File: src/rtl/pts_pkg.sv
// Shared types and constants of the priority task scheduler.
package pts_pkg;

	localparam int ACT_W   = 3;
	localparam int ID_W    = 4;
	localparam int PRIO_W  = 3;
	localparam int DUR_W   = 20;
	localparam int STAT_W  = 2;
	localparam int COND_W  = 3;
	localparam int LVL_W   = 3;
	localparam int WAKE_W  = 32;
	localparam int STAMP_W = 16;
	localparam int SLICE_W = 8;
	localparam int CIDX_W  = 2;
	localparam int CDAT_W  = 8;

	localparam logic [SLICE_W-1:0] SLICE_RESET = 8'd10;
	localparam int DEFAULT_LEVEL = 2;

	localparam logic [ACT_W-1:0] ACT_CREATE    = 3'd0;
	localparam logic [ACT_W-1:0] ACT_TERMINATE = 3'd1;
	localparam logic [ACT_W-1:0] ACT_TICK      = 3'd2;
	localparam logic [ACT_W-1:0] ACT_YIELD     = 3'd3;
	localparam logic [ACT_W-1:0] ACT_SLEEP     = 3'd4;
	localparam logic [ACT_W-1:0] ACT_WAKE      = 3'd5;
	localparam logic [ACT_W-1:0] ACT_BLOCK     = 3'd6;
	localparam logic [ACT_W-1:0] ACT_UNBLOCK   = 3'd7;

	localparam logic [COND_W-1:0] C_FREE       = 3'd0;
	localparam logic [COND_W-1:0] C_READY      = 3'd1;
	localparam logic [COND_W-1:0] C_RUNNING    = 3'd2;
	localparam logic [COND_W-1:0] C_SLEEPING   = 3'd3;
	localparam logic [COND_W-1:0] C_BLOCKED    = 3'd4;
	localparam logic [COND_W-1:0] C_TERMINATED = 3'd5;

	localparam logic [STAT_W-1:0] ST_OK      = 2'd0;
	localparam logic [STAT_W-1:0] ST_INVALID = 2'd1;
	localparam logic [STAT_W-1:0] ST_FULL    = 2'd2;

	localparam logic [CIDX_W-1:0] REG_SLICE   = 2'd0;
	localparam logic [CIDX_W-1:0] REG_PREEMPT = 2'd1;
	localparam logic [CIDX_W-1:0] REG_SCHED   = 2'd2;

	typedef struct packed {
		logic [COND_W-1:0]  cond;
		logic [LVL_W-1:0]   level;
		logic [WAKE_W-1:0]  wake;
		logic [STAMP_W-1:0] stamp;
	} entry_t;

	typedef struct packed {
		logic               en;
		logic [COND_W-1:0]  cond;
		logic               lvl_en;
		logic [LVL_W-1:0]   level;
		logic               stamp_en;
		logic [STAMP_W-1:0] stamp;
		logic               wake_en;
		logic [WAKE_W-1:0]  wake;
	} wreq_t;

endpackage

File: src/rtl/pts_if.sv
// Channel interfaces of the priority task scheduler.
interface pts_in_if;
	logic                      valid;
	logic                      ready;
	logic [pts_pkg::ACT_W-1:0]  action;
	logic [pts_pkg::ID_W-1:0]   task_id;
	logic [pts_pkg::PRIO_W-1:0] priority_req;
	logic [pts_pkg::DUR_W-1:0]  duration;
	modport source(output valid, action, task_id, priority_req, duration, input ready);
	modport sink(input valid, action, task_id, priority_req, duration, output ready);
endinterface

interface pts_out_if;
	logic                      valid;
	logic                      ready;
	logic [pts_pkg::ID_W-1:0]   running_task;
	logic                      switched;
	logic [pts_pkg::STAT_W-1:0] status;
	logic [pts_pkg::ID_W-1:0]   new_task;
	modport source(output valid, running_task, switched, status, new_task, input ready);
	modport sink(input valid, running_task, switched, status, new_task, output ready);
endinterface

interface pts_cfg_if;
	logic                      valid;
	logic                      ready;
	logic [pts_pkg::CIDX_W-1:0] index;
	logic [pts_pkg::CDAT_W-1:0] data;
	modport source(output valid, index, data, input ready);
	modport sink(input valid, index, data, output ready);
endinterface

File: src/rtl/priority_task_scheduler.sv
// Top level of the priority task scheduler.
// The task table sits in a memory with one registered read port and one write port that the
// control sequencer reads one entry per cycle while it scans. A scheduling pick scans the whole
// table, and a tick wakes the due sleepers one at a time, since every wake is followed by a
// fresh scan of the table. One item is in work at a time, and its result waits in an output
// register while the next item is taken.
module priority_task_scheduler #(
	parameter int MAX_TASKS = 16,
	parameter int PRIORITY_LEVELS = 5
) (
	input logic       clk,
	input logic       arst_n,
	pts_in_if.sink    in_ch,
	pts_out_if.source out_ch,
	pts_cfg_if.sink   cfg_ch
);

	localparam int SW = (MAX_TASKS > 1) ? $clog2(MAX_TASKS) : 1;
	localparam int CW = SW + 1;
	localparam logic [CW-1:0] CNT_MAX = CW'(MAX_TASKS);
	localparam logic [pts_pkg::LVL_W-1:0] DEF_LVL =
		pts_pkg::LVL_W'((pts_pkg::DEFAULT_LEVEL < PRIORITY_LEVELS) ?
		pts_pkg::DEFAULT_LEVEL : PRIORITY_LEVELS - 1);

	localparam logic [3:0] S_IDLE     = 4'd0;
	localparam logic [3:0] S_DEC      = 4'd1;
	localparam logic [3:0] S_SCHED    = 4'd2;
	localparam logic [3:0] S_SCHED_RD = 4'd3;
	localparam logic [3:0] S_PSCAN    = 4'd4;
	localparam logic [3:0] S_PEND     = 4'd5;
	localparam logic [3:0] S_WSCAN    = 4'd6;
	localparam logic [3:0] S_WEND     = 4'd7;
	localparam logic [3:0] S_TCUR     = 4'd8;
	localparam logic [3:0] S_DONE     = 4'd9;

	logic [3:0] state_q, state_d;
	logic [pts_pkg::ACT_W-1:0] act_q, act_d;
	logic [SW-1:0] id_q, id_d;
	logic id_ok_q, id_ok_d;
	logic [pts_pkg::LVL_W-1:0] lvl_q, lvl_d;
	logic [pts_pkg::DUR_W-1:0] dur_q, dur_d;
	logic [SW-1:0] before_q, before_d;
	logic [pts_pkg::STAT_W-1:0] st_q, st_d;
	logic [CW-1:0] made_q, made_d;
	logic [pts_pkg::STAMP_W-1:0] stamp_q, stamp_d;
	logic [pts_pkg::WAKE_W-1:0] tick_q, tick_d;
	logic [SW-1:0] cur_q, cur_d;
	logic [pts_pkg::SLICE_W-1:0] slice_q, slice_d;
	logic [CW-1:0] nfree_q, nfree_d;
	logic [pts_pkg::SLICE_W-1:0] slice_ticks_q;
	logic preempt_q, sched_en_q;
	logic [CW-1:0] cnt_q, cnt_d;
	logic vld_s1, vld_d;
	logic [SW-1:0] idx_s1, idx_d;
	logic found_q, found_d;
	logic [SW-1:0] best_q, best_d;
	logic [pts_pkg::LVL_W-1:0] best_lvl_q, best_lvl_d;
	logic [pts_pkg::STAMP_W-1:0] best_age_q, best_age_d;
	logic out_valid_q;
	logic [pts_pkg::ID_W-1:0] out_run_q, out_new_q;
	logic out_sw_q;
	logic [pts_pkg::STAT_W-1:0] out_st_q;

	logic rd_en;
	logic [SW-1:0] rd_addr, wr_addr;
	pts_pkg::entry_t rd;
	pts_pkg::wreq_t wr;

	logic [7:0] id_ext;
	logic [8:0] cur_ext, made_ext;
	logic [pts_pkg::COND_W-1:0] tc;
	logic [pts_pkg::STAMP_W-1:0] age;
	logic [pts_pkg::WAKE_W-1:0] due_diff;
	logic [pts_pkg::SLICE_W-1:0] slice_dec;
	logic accept;

	pts_table #(.MAX_TASKS(MAX_TASKS), .SW(SW)) u_table (
		.clk(clk), .arst_n(arst_n), .rd_en(rd_en), .rd_addr(rd_addr), .rd_data(rd),
		.wr_addr(wr_addr), .wr(wr)
	);

	assign in_ch.ready = (state_q == S_IDLE);
	assign accept = in_ch.valid && in_ch.ready;
	assign cfg_ch.ready = 1'b1;
	assign id_ext = 8'(in_ch.task_id);
	assign cur_ext = 9'(cur_q);
	assign made_ext = 9'(made_q);
	assign tc = id_ok_q ? rd.cond : pts_pkg::C_FREE;
	assign age = stamp_q - rd.stamp;
	assign due_diff = tick_q - rd.wake;
	assign slice_dec = (slice_q != '0) ? slice_q - 8'd1 : '0;

	assign out_ch.valid = out_valid_q;
	assign out_ch.running_task = out_run_q;
	assign out_ch.switched = out_sw_q;
	assign out_ch.status = out_st_q;
	assign out_ch.new_task = out_new_q;

	always_comb begin
		state_d = state_q; act_d = act_q; id_d = id_q; id_ok_d = id_ok_q; lvl_d = lvl_q;
		dur_d = dur_q; before_d = before_q; st_d = st_q; made_d = made_q;
		stamp_d = stamp_q; tick_d = tick_q; cur_d = cur_q; slice_d = slice_q;
		nfree_d = nfree_q; cnt_d = cnt_q; vld_d = 1'b0; idx_d = idx_s1;
		found_d = found_q; best_d = best_q; best_lvl_d = best_lvl_q; best_age_d = best_age_q;
		rd_en = 1'b0; rd_addr = cur_q; wr = '0; wr_addr = cur_q;
		unique case (state_q)
			S_IDLE: begin
				if (accept) begin
					act_d = in_ch.action;
					id_d = id_ext[SW-1:0];
					id_ok_d = 9'(id_ext) < 9'(MAX_TASKS);
					lvl_d = (4'(in_ch.priority_req) >= 4'(PRIORITY_LEVELS)) ? DEF_LVL :
						pts_pkg::LVL_W'(in_ch.priority_req);
					dur_d = in_ch.duration;
					before_d = cur_q;
					st_d = pts_pkg::ST_OK;
					made_d = '0;
					rd_en = 1'b1;
					rd_addr = (in_ch.action == pts_pkg::ACT_SLEEP) ? cur_q : id_ext[SW-1:0];
					state_d = S_DEC;
				end
			end
			S_DEC: begin
				state_d = S_DONE;
				unique case (act_q)
					pts_pkg::ACT_CREATE: begin
						if (nfree_q >= CNT_MAX) begin
							st_d = pts_pkg::ST_FULL;
						end else begin
							wr.en = 1'b1; wr.cond = pts_pkg::C_READY;
							wr.lvl_en = 1'b1; wr.level = lvl_q;
							wr.stamp_en = 1'b1; wr.stamp = stamp_q;
							wr_addr = nfree_q[SW-1:0];
							stamp_d = stamp_q + 16'd1;
							made_d = nfree_q;
							nfree_d = nfree_q + CW'(1);
						end
					end
					pts_pkg::ACT_TERMINATE, pts_pkg::ACT_BLOCK: begin
						if (!id_ok_q || id_q == '0 || tc == pts_pkg::C_FREE ||
							tc == pts_pkg::C_TERMINATED ||
							(act_q == pts_pkg::ACT_BLOCK && tc == pts_pkg::C_BLOCKED)) begin
							st_d = pts_pkg::ST_INVALID;
						end else begin
							wr.en = 1'b1;
							wr.cond = (act_q == pts_pkg::ACT_BLOCK) ? pts_pkg::C_BLOCKED :
								pts_pkg::C_TERMINATED;
							wr_addr = id_q;
							if (id_q == cur_q) begin
								state_d = S_SCHED;
							end
						end
					end
					pts_pkg::ACT_TICK: begin
						tick_d = tick_q + 32'd1;
						cnt_d = '0; found_d = 1'b0;
						state_d = S_WSCAN;
					end
					pts_pkg::ACT_YIELD: begin
						state_d = S_SCHED;
					end
					pts_pkg::ACT_SLEEP: begin
						if (cur_q == '0 || rd.cond != pts_pkg::C_RUNNING) begin
							st_d = pts_pkg::ST_INVALID;
						end else begin
							wr.en = 1'b1; wr.cond = pts_pkg::C_SLEEPING;
							wr.stamp_en = 1'b1; wr.stamp = stamp_q;
							wr.wake_en = 1'b1; wr.wake = tick_q + 32'(dur_q);
							wr_addr = cur_q;
							stamp_d = stamp_q + 16'd1;
							state_d = S_SCHED;
						end
					end
					default: begin
						if (tc != ((act_q == pts_pkg::ACT_WAKE) ? pts_pkg::C_SLEEPING :
							pts_pkg::C_BLOCKED)) begin
							st_d = pts_pkg::ST_INVALID;
						end else begin
							wr.en = 1'b1; wr.cond = pts_pkg::C_READY;
							wr.stamp_en = 1'b1; wr.stamp = stamp_q;
							wr_addr = id_q;
							stamp_d = stamp_q + 16'd1;
						end
					end
				endcase
			end
			S_SCHED: begin
				if (!sched_en_q) begin
					state_d = S_DONE;
				end else begin
					rd_en = 1'b1; rd_addr = cur_q;
					state_d = S_SCHED_RD;
				end
			end
			S_SCHED_RD: begin
				if (rd.cond == pts_pkg::C_RUNNING) begin
					wr.en = 1'b1; wr.cond = pts_pkg::C_READY;
					wr.stamp_en = 1'b1; wr.stamp = stamp_q;
					wr_addr = cur_q;
					stamp_d = stamp_q + 16'd1;
				end
				cnt_d = '0; found_d = 1'b0;
				state_d = S_PSCAN;
			end
			S_PSCAN, S_WSCAN: begin
				if (vld_s1) begin
					if (state_q == S_PSCAN) begin
						if (rd.cond == pts_pkg::C_READY && (!found_q || rd.level > best_lvl_q ||
							(rd.level == best_lvl_q && age > best_age_q))) begin
							found_d = 1'b1; best_d = idx_s1;
							best_lvl_d = rd.level; best_age_d = age;
						end
					end else begin
						if (rd.cond == pts_pkg::C_SLEEPING && !due_diff[31] &&
							(!found_q || age > best_age_q)) begin
							found_d = 1'b1; best_d = idx_s1; best_age_d = age;
						end
					end
				end
				if (cnt_q < CNT_MAX) begin
					rd_en = 1'b1; rd_addr = cnt_q[SW-1:0];
					vld_d = 1'b1; idx_d = cnt_q[SW-1:0];
					cnt_d = cnt_q + CW'(1);
				end else begin
					state_d = (state_q == S_PSCAN) ? S_PEND : S_WEND;
				end
			end
			S_PEND: begin
				wr.en = 1'b1; wr.cond = pts_pkg::C_RUNNING;
				wr_addr = found_q ? best_q : '0;
				if (wr_addr != cur_q) begin
					cur_d = wr_addr;
					slice_d = slice_ticks_q;
				end
				state_d = S_DONE;
			end
			S_WEND: begin
				if (found_q) begin
					wr.en = 1'b1; wr.cond = pts_pkg::C_READY;
					wr.stamp_en = 1'b1; wr.stamp = stamp_q;
					wr_addr = best_q;
					stamp_d = stamp_q + 16'd1;
					cnt_d = '0; found_d = 1'b0;
					state_d = S_WSCAN;
				end else begin
					rd_en = 1'b1; rd_addr = cur_q;
					state_d = S_TCUR;
				end
			end
			S_TCUR: begin
				state_d = S_DONE;
				if (preempt_q && cur_q != '0 && rd.cond == pts_pkg::C_RUNNING) begin
					slice_d = slice_dec;
					if (slice_dec == '0) begin
						state_d = S_SCHED;
					end
				end
			end
			S_DONE: begin
				if (!out_valid_q || out_ch.ready) begin
					state_d = S_IDLE;
				end
			end
			default: begin
				state_d = S_IDLE;
			end
		endcase
	end

	always_ff @(posedge clk or negedge arst_n) begin
		if (!arst_n) begin
			state_q <= S_IDLE;
			stamp_q <= '0;
			tick_q <= '0;
			cur_q <= '0;
			slice_q <= pts_pkg::SLICE_RESET;
			nfree_q <= CW'(1);
			slice_ticks_q <= pts_pkg::SLICE_RESET;
			preempt_q <= 1'b1;
			sched_en_q <= 1'b1;
			vld_s1 <= 1'b0;
			found_q <= 1'b0;
			out_valid_q <= 1'b0;
		end else begin
			state_q <= state_d;
			stamp_q <= stamp_d;
			tick_q <= tick_d;
			cur_q <= cur_d;
			slice_q <= slice_d;
			nfree_q <= nfree_d;
			vld_s1 <= vld_d;
			found_q <= found_d;
			if (cfg_ch.valid) begin
				unique case (cfg_ch.index)
					pts_pkg::REG_SLICE: slice_ticks_q <= cfg_ch.data;
					pts_pkg::REG_PREEMPT: preempt_q <= cfg_ch.data[0];
					pts_pkg::REG_SCHED: sched_en_q <= cfg_ch.data[0];
					default: begin
					end
				endcase
			end
			if (state_q == S_DONE && (!out_valid_q || out_ch.ready)) begin
				out_valid_q <= 1'b1;
			end else if (out_ch.ready) begin
				out_valid_q <= 1'b0;
			end
		end
	end

	always_ff @(posedge clk) begin
		act_q <= act_d; id_q <= id_d; id_ok_q <= id_ok_d; lvl_q <= lvl_d; dur_q <= dur_d;
		before_q <= before_d; st_q <= st_d; made_q <= made_d; cnt_q <= cnt_d;
		idx_s1 <= idx_d; best_q <= best_d; best_lvl_q <= best_lvl_d; best_age_q <= best_age_d;
		if (state_q == S_DONE && (!out_valid_q || out_ch.ready)) begin
			out_run_q <= cur_ext[3:0];
			out_sw_q <= (cur_q != before_q);
			out_st_q <= st_q;
			out_new_q <= made_ext[3:0];
		end
	end

`ifndef SYNTHESIS
	a_nfree_range: assert property (@(posedge clk) disable iff (!arst_n)
		nfree_q <= CNT_MAX) else $error("Free slot counter beyond table.");
	a_accept_busy: assert property (@(posedge clk) disable iff (!arst_n)
		accept |=> state_q != S_IDLE) else $error("Sequencer did not start on a transfer.");
	a_full_create: assert property (@(posedge clk) disable iff (!arst_n)
		(state_q == S_DONE && st_q == pts_pkg::ST_FULL) |-> act_q == pts_pkg::ACT_CREATE)
		else $error("Table full reported for an action other than create.");
	a_made_ok: assert property (@(posedge clk) disable iff (!arst_n)
		(state_q == S_DONE && made_q != '0) |-> st_q == pts_pkg::ST_OK)
		else $error("New slot reported on a failed action.");
`endif

endmodule

File: src/rtl/pts_table.sv
// Task table memory with one registered read port and one masked write port.
module pts_table #(
	parameter int MAX_TASKS = 16,
	parameter int SW = 4
) (
	input  logic                 clk,
	input  logic                 arst_n,
	input  logic                 rd_en,
	input  logic [SW-1:0]        rd_addr,
	output pts_pkg::entry_t      rd_data,
	input  logic [SW-1:0]        wr_addr,
	input  pts_pkg::wreq_t       wr
);

	pts_pkg::entry_t mem [MAX_TASKS];
	logic [MAX_TASKS-1:0] vld_q;
	pts_pkg::entry_t rst_entry;

	always_comb begin
		rst_entry = '0;
		rst_entry.cond = (rd_addr == '0) ? pts_pkg::C_RUNNING : pts_pkg::C_FREE;
	end

	always_ff @(posedge clk or negedge arst_n) begin
		if (!arst_n) begin
			vld_q <= '0;
		end else if (wr.en) begin
			vld_q[wr_addr] <= 1'b1;
		end
	end

	always_ff @(posedge clk) begin
		if (wr.en) begin
			mem[wr_addr].cond <= wr.cond;
			if (wr.lvl_en) begin
				mem[wr_addr].level <= wr.level;
			end else if (!vld_q[wr_addr]) begin
				mem[wr_addr].level <= '0;
			end
			if (wr.stamp_en) begin
				mem[wr_addr].stamp <= wr.stamp;
			end
			if (wr.wake_en) begin
				mem[wr_addr].wake <= wr.wake;
			end
		end
	end

	always_ff @(posedge clk) begin
		if (rd_en) begin
			rd_data <= vld_q[rd_addr] ? mem[rd_addr] : rst_entry;
		end
	end

endmodule
File: src/flat_wrapper.sv
// flat-port wrapper written by rule: the top's interface ports become plain ports
module priority_task_scheduler_flat 
#(
	parameter int MAX_TASKS = 16,
	parameter int PRIORITY_LEVELS = 5
)
  (clk, arst_n, in_ch_valid, in_ch_action, in_ch_task_id, in_ch_priority_req, in_ch_duration, in_ch_ready, out_ch_valid, out_ch_running_task, out_ch_switched, out_ch_status, out_ch_new_task, out_ch_ready, cfg_ch_valid, cfg_ch_index, cfg_ch_data, cfg_ch_ready);
  pts_in_if in_ch_i ();
  pts_out_if out_ch_i ();
  pts_cfg_if cfg_ch_i ();
  input logic clk;
  input logic arst_n;
  input wire logic [$bits(in_ch_i.valid)-1:0] in_ch_valid;
  input wire logic [$bits(in_ch_i.action)-1:0] in_ch_action;
  input wire logic [$bits(in_ch_i.task_id)-1:0] in_ch_task_id;
  input wire logic [$bits(in_ch_i.priority_req)-1:0] in_ch_priority_req;
  input wire logic [$bits(in_ch_i.duration)-1:0] in_ch_duration;
  output wire logic [$bits(in_ch_i.ready)-1:0] in_ch_ready;
  output wire logic [$bits(out_ch_i.valid)-1:0] out_ch_valid;
  output wire logic [$bits(out_ch_i.running_task)-1:0] out_ch_running_task;
  output wire logic [$bits(out_ch_i.switched)-1:0] out_ch_switched;
  output wire logic [$bits(out_ch_i.status)-1:0] out_ch_status;
  output wire logic [$bits(out_ch_i.new_task)-1:0] out_ch_new_task;
  input wire logic [$bits(out_ch_i.ready)-1:0] out_ch_ready;
  input wire logic [$bits(cfg_ch_i.valid)-1:0] cfg_ch_valid;
  input wire logic [$bits(cfg_ch_i.index)-1:0] cfg_ch_index;
  input wire logic [$bits(cfg_ch_i.data)-1:0] cfg_ch_data;
  output wire logic [$bits(cfg_ch_i.ready)-1:0] cfg_ch_ready;
  assign in_ch_i.valid = in_ch_valid;
  assign in_ch_i.action = in_ch_action;
  assign in_ch_i.task_id = in_ch_task_id;
  assign in_ch_i.priority_req = in_ch_priority_req;
  assign in_ch_i.duration = in_ch_duration;
  assign in_ch_ready = in_ch_i.ready;
  assign out_ch_valid = out_ch_i.valid;
  assign out_ch_running_task = out_ch_i.running_task;
  assign out_ch_switched = out_ch_i.switched;
  assign out_ch_status = out_ch_i.status;
  assign out_ch_new_task = out_ch_i.new_task;
  assign out_ch_i.ready = out_ch_ready;
  assign cfg_ch_i.valid = cfg_ch_valid;
  assign cfg_ch_i.index = cfg_ch_index;
  assign cfg_ch_i.data = cfg_ch_data;
  assign cfg_ch_ready = cfg_ch_i.ready;
  priority_task_scheduler #(.MAX_TASKS(MAX_TASKS), .PRIORITY_LEVELS(PRIORITY_LEVELS)) u_core (.clk(clk), .arst_n(arst_n), .in_ch(in_ch_i), .out_ch(out_ch_i), .cfg_ch(cfg_ch_i));
endmodule
File: config.mk
export PLATFORM = sky130hd
export DESIGN_NAME = priority_task_scheduler_flat
export DESIGN_NICKNAME = d
export VERILOG_FILES = /design/src/rtl/pts_pkg.sv /design/src/rtl/pts_if.sv /design/src/rtl/priority_task_scheduler.sv /design/src/rtl/pts_table.sv /design/src/flat_wrapper.sv
export SDC_FILE = /design/constraint.sdc
export NUM_CORES = 1
export LEC_CHECK = 0
export ABC_AREA = 1
export BUFFER_PORTS_ARGS = -buffer_cell sky130_fd_sc_hd__buf_2
export CORE_UTILIZATION = 55
export DETAILED_ROUTE_END_ITERATION = 10
export PLACE_DENSITY = 0.71
export SYNTH_ARGS = -nofsm -noshare
export SYNTH_HDL_FRONTEND = slang
export SYNTH_SLANG_ARGS = --single-unit
export TNS_END_PERCENT = 20
File: constraint.sdc
create_clock -name clk -period 6.11 [get_ports clk]
set_input_delay 0.3055 -clock clk [delete_from_list [all_inputs] [get_ports clk]]
set_output_delay 0.3055 -clock clk [all_outputs]
set_load 0.005 [all_outputs]
==> reports/qor.txt <==
outcome = complete, no violations
number of DRC markers in iteration 0 = 3619
starting density of the core = 55.8%
Critical Path End Type = flop
endpoints failing setup = 0
# resized after CTS = 0
initial antenna violation count = 0
worst hold slack = 0.0551 ns
core footprint = 87000 sq um
synth top area cells = edfxtp_1 (62%), nor2_1 (5.5%), dfrtp_1 (4.7%), o21ai_0 (3.7%), o211ai_1 (3.5%)
Ys Warns = 0
die height = 299 microns
clk slew on worst S/H paths = 0.06 ns
insertion delay to the later sink of the worst-skew pair = 0.69 ns
Critical Path Fanout Max = 20
routability cong. = 0.906
# hold bufs at CTS = 42
HP Class = in -> reg
post-route ant nets = 0
sequential area share after synthesis = 67.0%
synthesized instance count = 4266
Worst VDD drop = 0.544 mV
synthesis-to-layout area growth = 11.5%
Critical Path Sink = u_core.best_age_q[7]$_DFFE_PP_
vias = 32.8k
synth unique cells = 68
fin area = 54100 sq um
worst relative slew slack = 11.6%
Setup crit start kind = flop
Routed WL = 120000 microns
WP data required = 6.39 ns
Via density = 5.86
chip width = 299 microns
vias in the first global route = 30.8k
worst-case reg-to-reg path depth = 27
Synth Area per Inst = 11.4 sq um
max-slew violation count = 0
maximum clock path buffer count = 3
clock buffer count from CTS = 105
ys async rst share = 8.92%
Main synth FF type = edfxtp_1
nets = 4503
min cycle time layout = 4.74 ns
crit path DAT = 5.02 ns
Synth area leader = edfxtp_1
GRT Util Overall = 26.8%
Area after DPL = 50100 sq um
first-pass GRT wire length = 183000 microns
Pleak = 21.1 nW
FF-to-FF End = u_core.best_age_q[7]$_DFFE_PP_
Power Density = 425 nW/um^2
drt drc = 0
share of the synthesized area in the top cell type = 61.9%
IO Port Bufs = 57
Rows = 108
FF-to-FF setup slack = 1.37 ns
max capacitance violation total = 0
fmax = 211 MHz
largest net degree at the start of global routing = 157
dpl hpwl = 67500 microns
EDFF count, synth = 1001
worst slew pin tran = 1.32 ns
Crit Path Class = reg -> reg
RSZ-0062 raised after global routing = false
die area = 89400 sq um
routed length per instance = 21.4 microns
Setup Buffers After CTS = 0
TritonCTS clock tree = built
Yosys reg bits = 1099
layout cells sized above 1 = 8.92%
Congestion Overflow GR = 0
Final Hold Vio Count = 0
H-Tree Depth = 3
clock skew = 0.0300 ns
setup TNS = 0 ns
Final period util = 77.6%
Worst R2R Start = u_core.stamp_q[0]$_DFFE_PN0P_
number of I/O pins = 59
Mapped Area = 48500 sq um
clk root buf = clkbuf_16
antenna cells = 0
DRT Pass-1 Iters = 6
CTS Sinks = 1099
crit path launch = u_core.stamp_q[0]$_DFFE_PN0P_
## cells in the mapped netlist, types with 9 or more instances
master	count
a21oi_1	159
nand2_1	387
nor3_1	40
ha_1	90
nor2_1	714
nand4_1	26
nand2_2	16
o211ai_1	228
buf_2	91
nor4_1	13
o21ai_0	354
o21a_1	9
nor2_4	14
inv_2	14
a31oi_1	13
buf_6	13
inv_1	389
dfrtp_1	91
nand3_1	184
xnor2_1	14
xor2_1	57
clkbuf_1	85
edfxtp_1	1001
o21ai_1	159
## how the worst min path moves through the flow
stage | startpoint | end | slack [ns] | cells past startpoint
6_report | in_ch_priority_req[0] | u_core.lvl_q[0]$_SDFFCE_PP0P_ | 0.06 | 3
5_1_grt | in_ch_priority_req[0] | u_core.lvl_q[0]$_SDFFCE_PP0P_ | 0.05 | 3
4_1_cts | in_ch_priority_req[0] | u_core.lvl_q[0]$_SDFFCE_PP0P_ | 0.01 | 3
3_5_place_dp | arst_n | u_core.cur_q[3]$_DFFE_PN0P_ | 0.30 | 1
3_3_place_gp | arst_n | u_core.cur_q[3]$_DFFE_PN0P_ | 0.30 | 1
2_1_floorplan | arst_n | u_core.cur_q[0]$_DFFE_PN0P_ | 0.01 | 0
## layout by cell type (no fill, tap or decap), drive strengths merged, types with 3 or more instances in the layout
master / n
xor2: 57
nand3: 185
nor2: 733
clkinv: 36
nand4: 26
nor4: 15
xnor2: 14
nor3b: 3
conb: 33
bufinv: 13
or2: 10
o31ai: 4
o21ai: 514
a211oi: 3
mux2: 6
clkinvlp: 4
nor3: 41
nand2: 407
edfxtp: 1001
dlygate4sd3: 42
clkbuf: 138
a31oi: 13
o21a: 9
buf: 124
dfstp: 7
o211ai: 228
a21oi: 163
o22ai: 7
dfrtp: 91
inv: 407
ha: 90
o21bai: 5
## logic make-up (layout without fill, tap and decap cells)
family | Yosys count | count (layout) | synth area share, %
flip-flops | 1099 | 1099 | 67.0
other | 2 | 33 | 0.0155
multiplexers | 6 | 6 | 0.139
XOR/XNOR | 71 | 71 | 1.28
adder cells (fa/ha/maj) | 92 | 92 | 2.40
AND/OR/NAND/NOR | 1424 | 1424 | 12.5
AO/OA/AOI/OAI | 962 | 962 | 11.5
buffers and inverters | 610 | 764 | 5.25
## power breakdown
part	switching [mW]	internal, mW	total (mW)
Combinational	5.07	2.07	7.14
Clock	2.80	3.89	6.68
Sequential	0.264	8.90	9.17
## critical path, cell delays in order (launching register included)
cell	delay [ns]
dfrtp_1	0.40
inv_1	0.11
ha_1	0.15
inv_1	0.06
fa_1	0.41
nand3_1	0.13
nand2_1	0.09
nand2_1	0.10
nand2_1	0.05
nand2_1	0.07
nand2_1	0.05
a21oi_1	0.18
o21ai_0	0.16
a21oi_1	0.16
nor2_1	0.05
nor2_1	0.11
xor2_1	0.24
ha_1	0.16
nand2_1	0.07
nor2_1	0.15
nand3_1	0.10
o2111ai_1	0.12
nand3_1	0.10
nand2_1	0.07
nand2_1	0.07
nand2_1	0.13
nand3_1	0.09
a21oi_2	0.77
## state kept, by name, summed over array words and instances (netlist names), 4 cells and up
name,cells
u_core.state_q,4
u_core.nfree_q,5
u_core.before_q,4
u_core.out_ch.running_task,4
u_core.cnt_q,5
u_core.out_ch.new_task,4
u_core.best_age_q,16
u_core.idx_s1,4
u_core.cur_q,4
u_core.u_table.rd_data,54
u_core.best_q,4
u_core.u_table.vld_q,16
u_core.slice_q,8
u_core.stamp_q,16
u_core.tick_q,32
u_core.u_table.mem,864
u_core.dur_q,20
u_core.id_q,4
u_core.slice_ticks_q,8
u_core.made_q,4
## per-layer routing
layer / track usage, % / routed length (microns)
met1: 38.2 / 50200
met2: 42.6 / 56300
met3: 3.84 / 10400
met4: 8.69 / 3090
met5: 0 / 0
## area by class of cell
| type | count | area (sq um) |
|---|---|---|
| fillers | 6608 | 32900 |
| flip-flops and latches | 1099 | 32500 |
| multi-input cells | 2588 | 13800 |
| clock buffers | 138 | 2900 |
| inverters | 406 | 1540 |
| well taps | 1155 | 1450 |
| repair buffers | 166 | 1270 |
| clock inverters | 54 | 653 |
## stage by stage
stage               utilization [%]  cells  setup WS (ns)  total power [mW]
finish                         62.2   5606           1.37              23.0
global route                   62.2   5606          0.855              24.2
CTS                            62.2   5606           1.39              23.0
detailed placement             57.6   5372           1.39              16.3
global placement               57.6   5372           1.43              16.2
floorplan                         -   4297           1.59              14.4
Note: power is estimated with default switching activity, not from simulation.
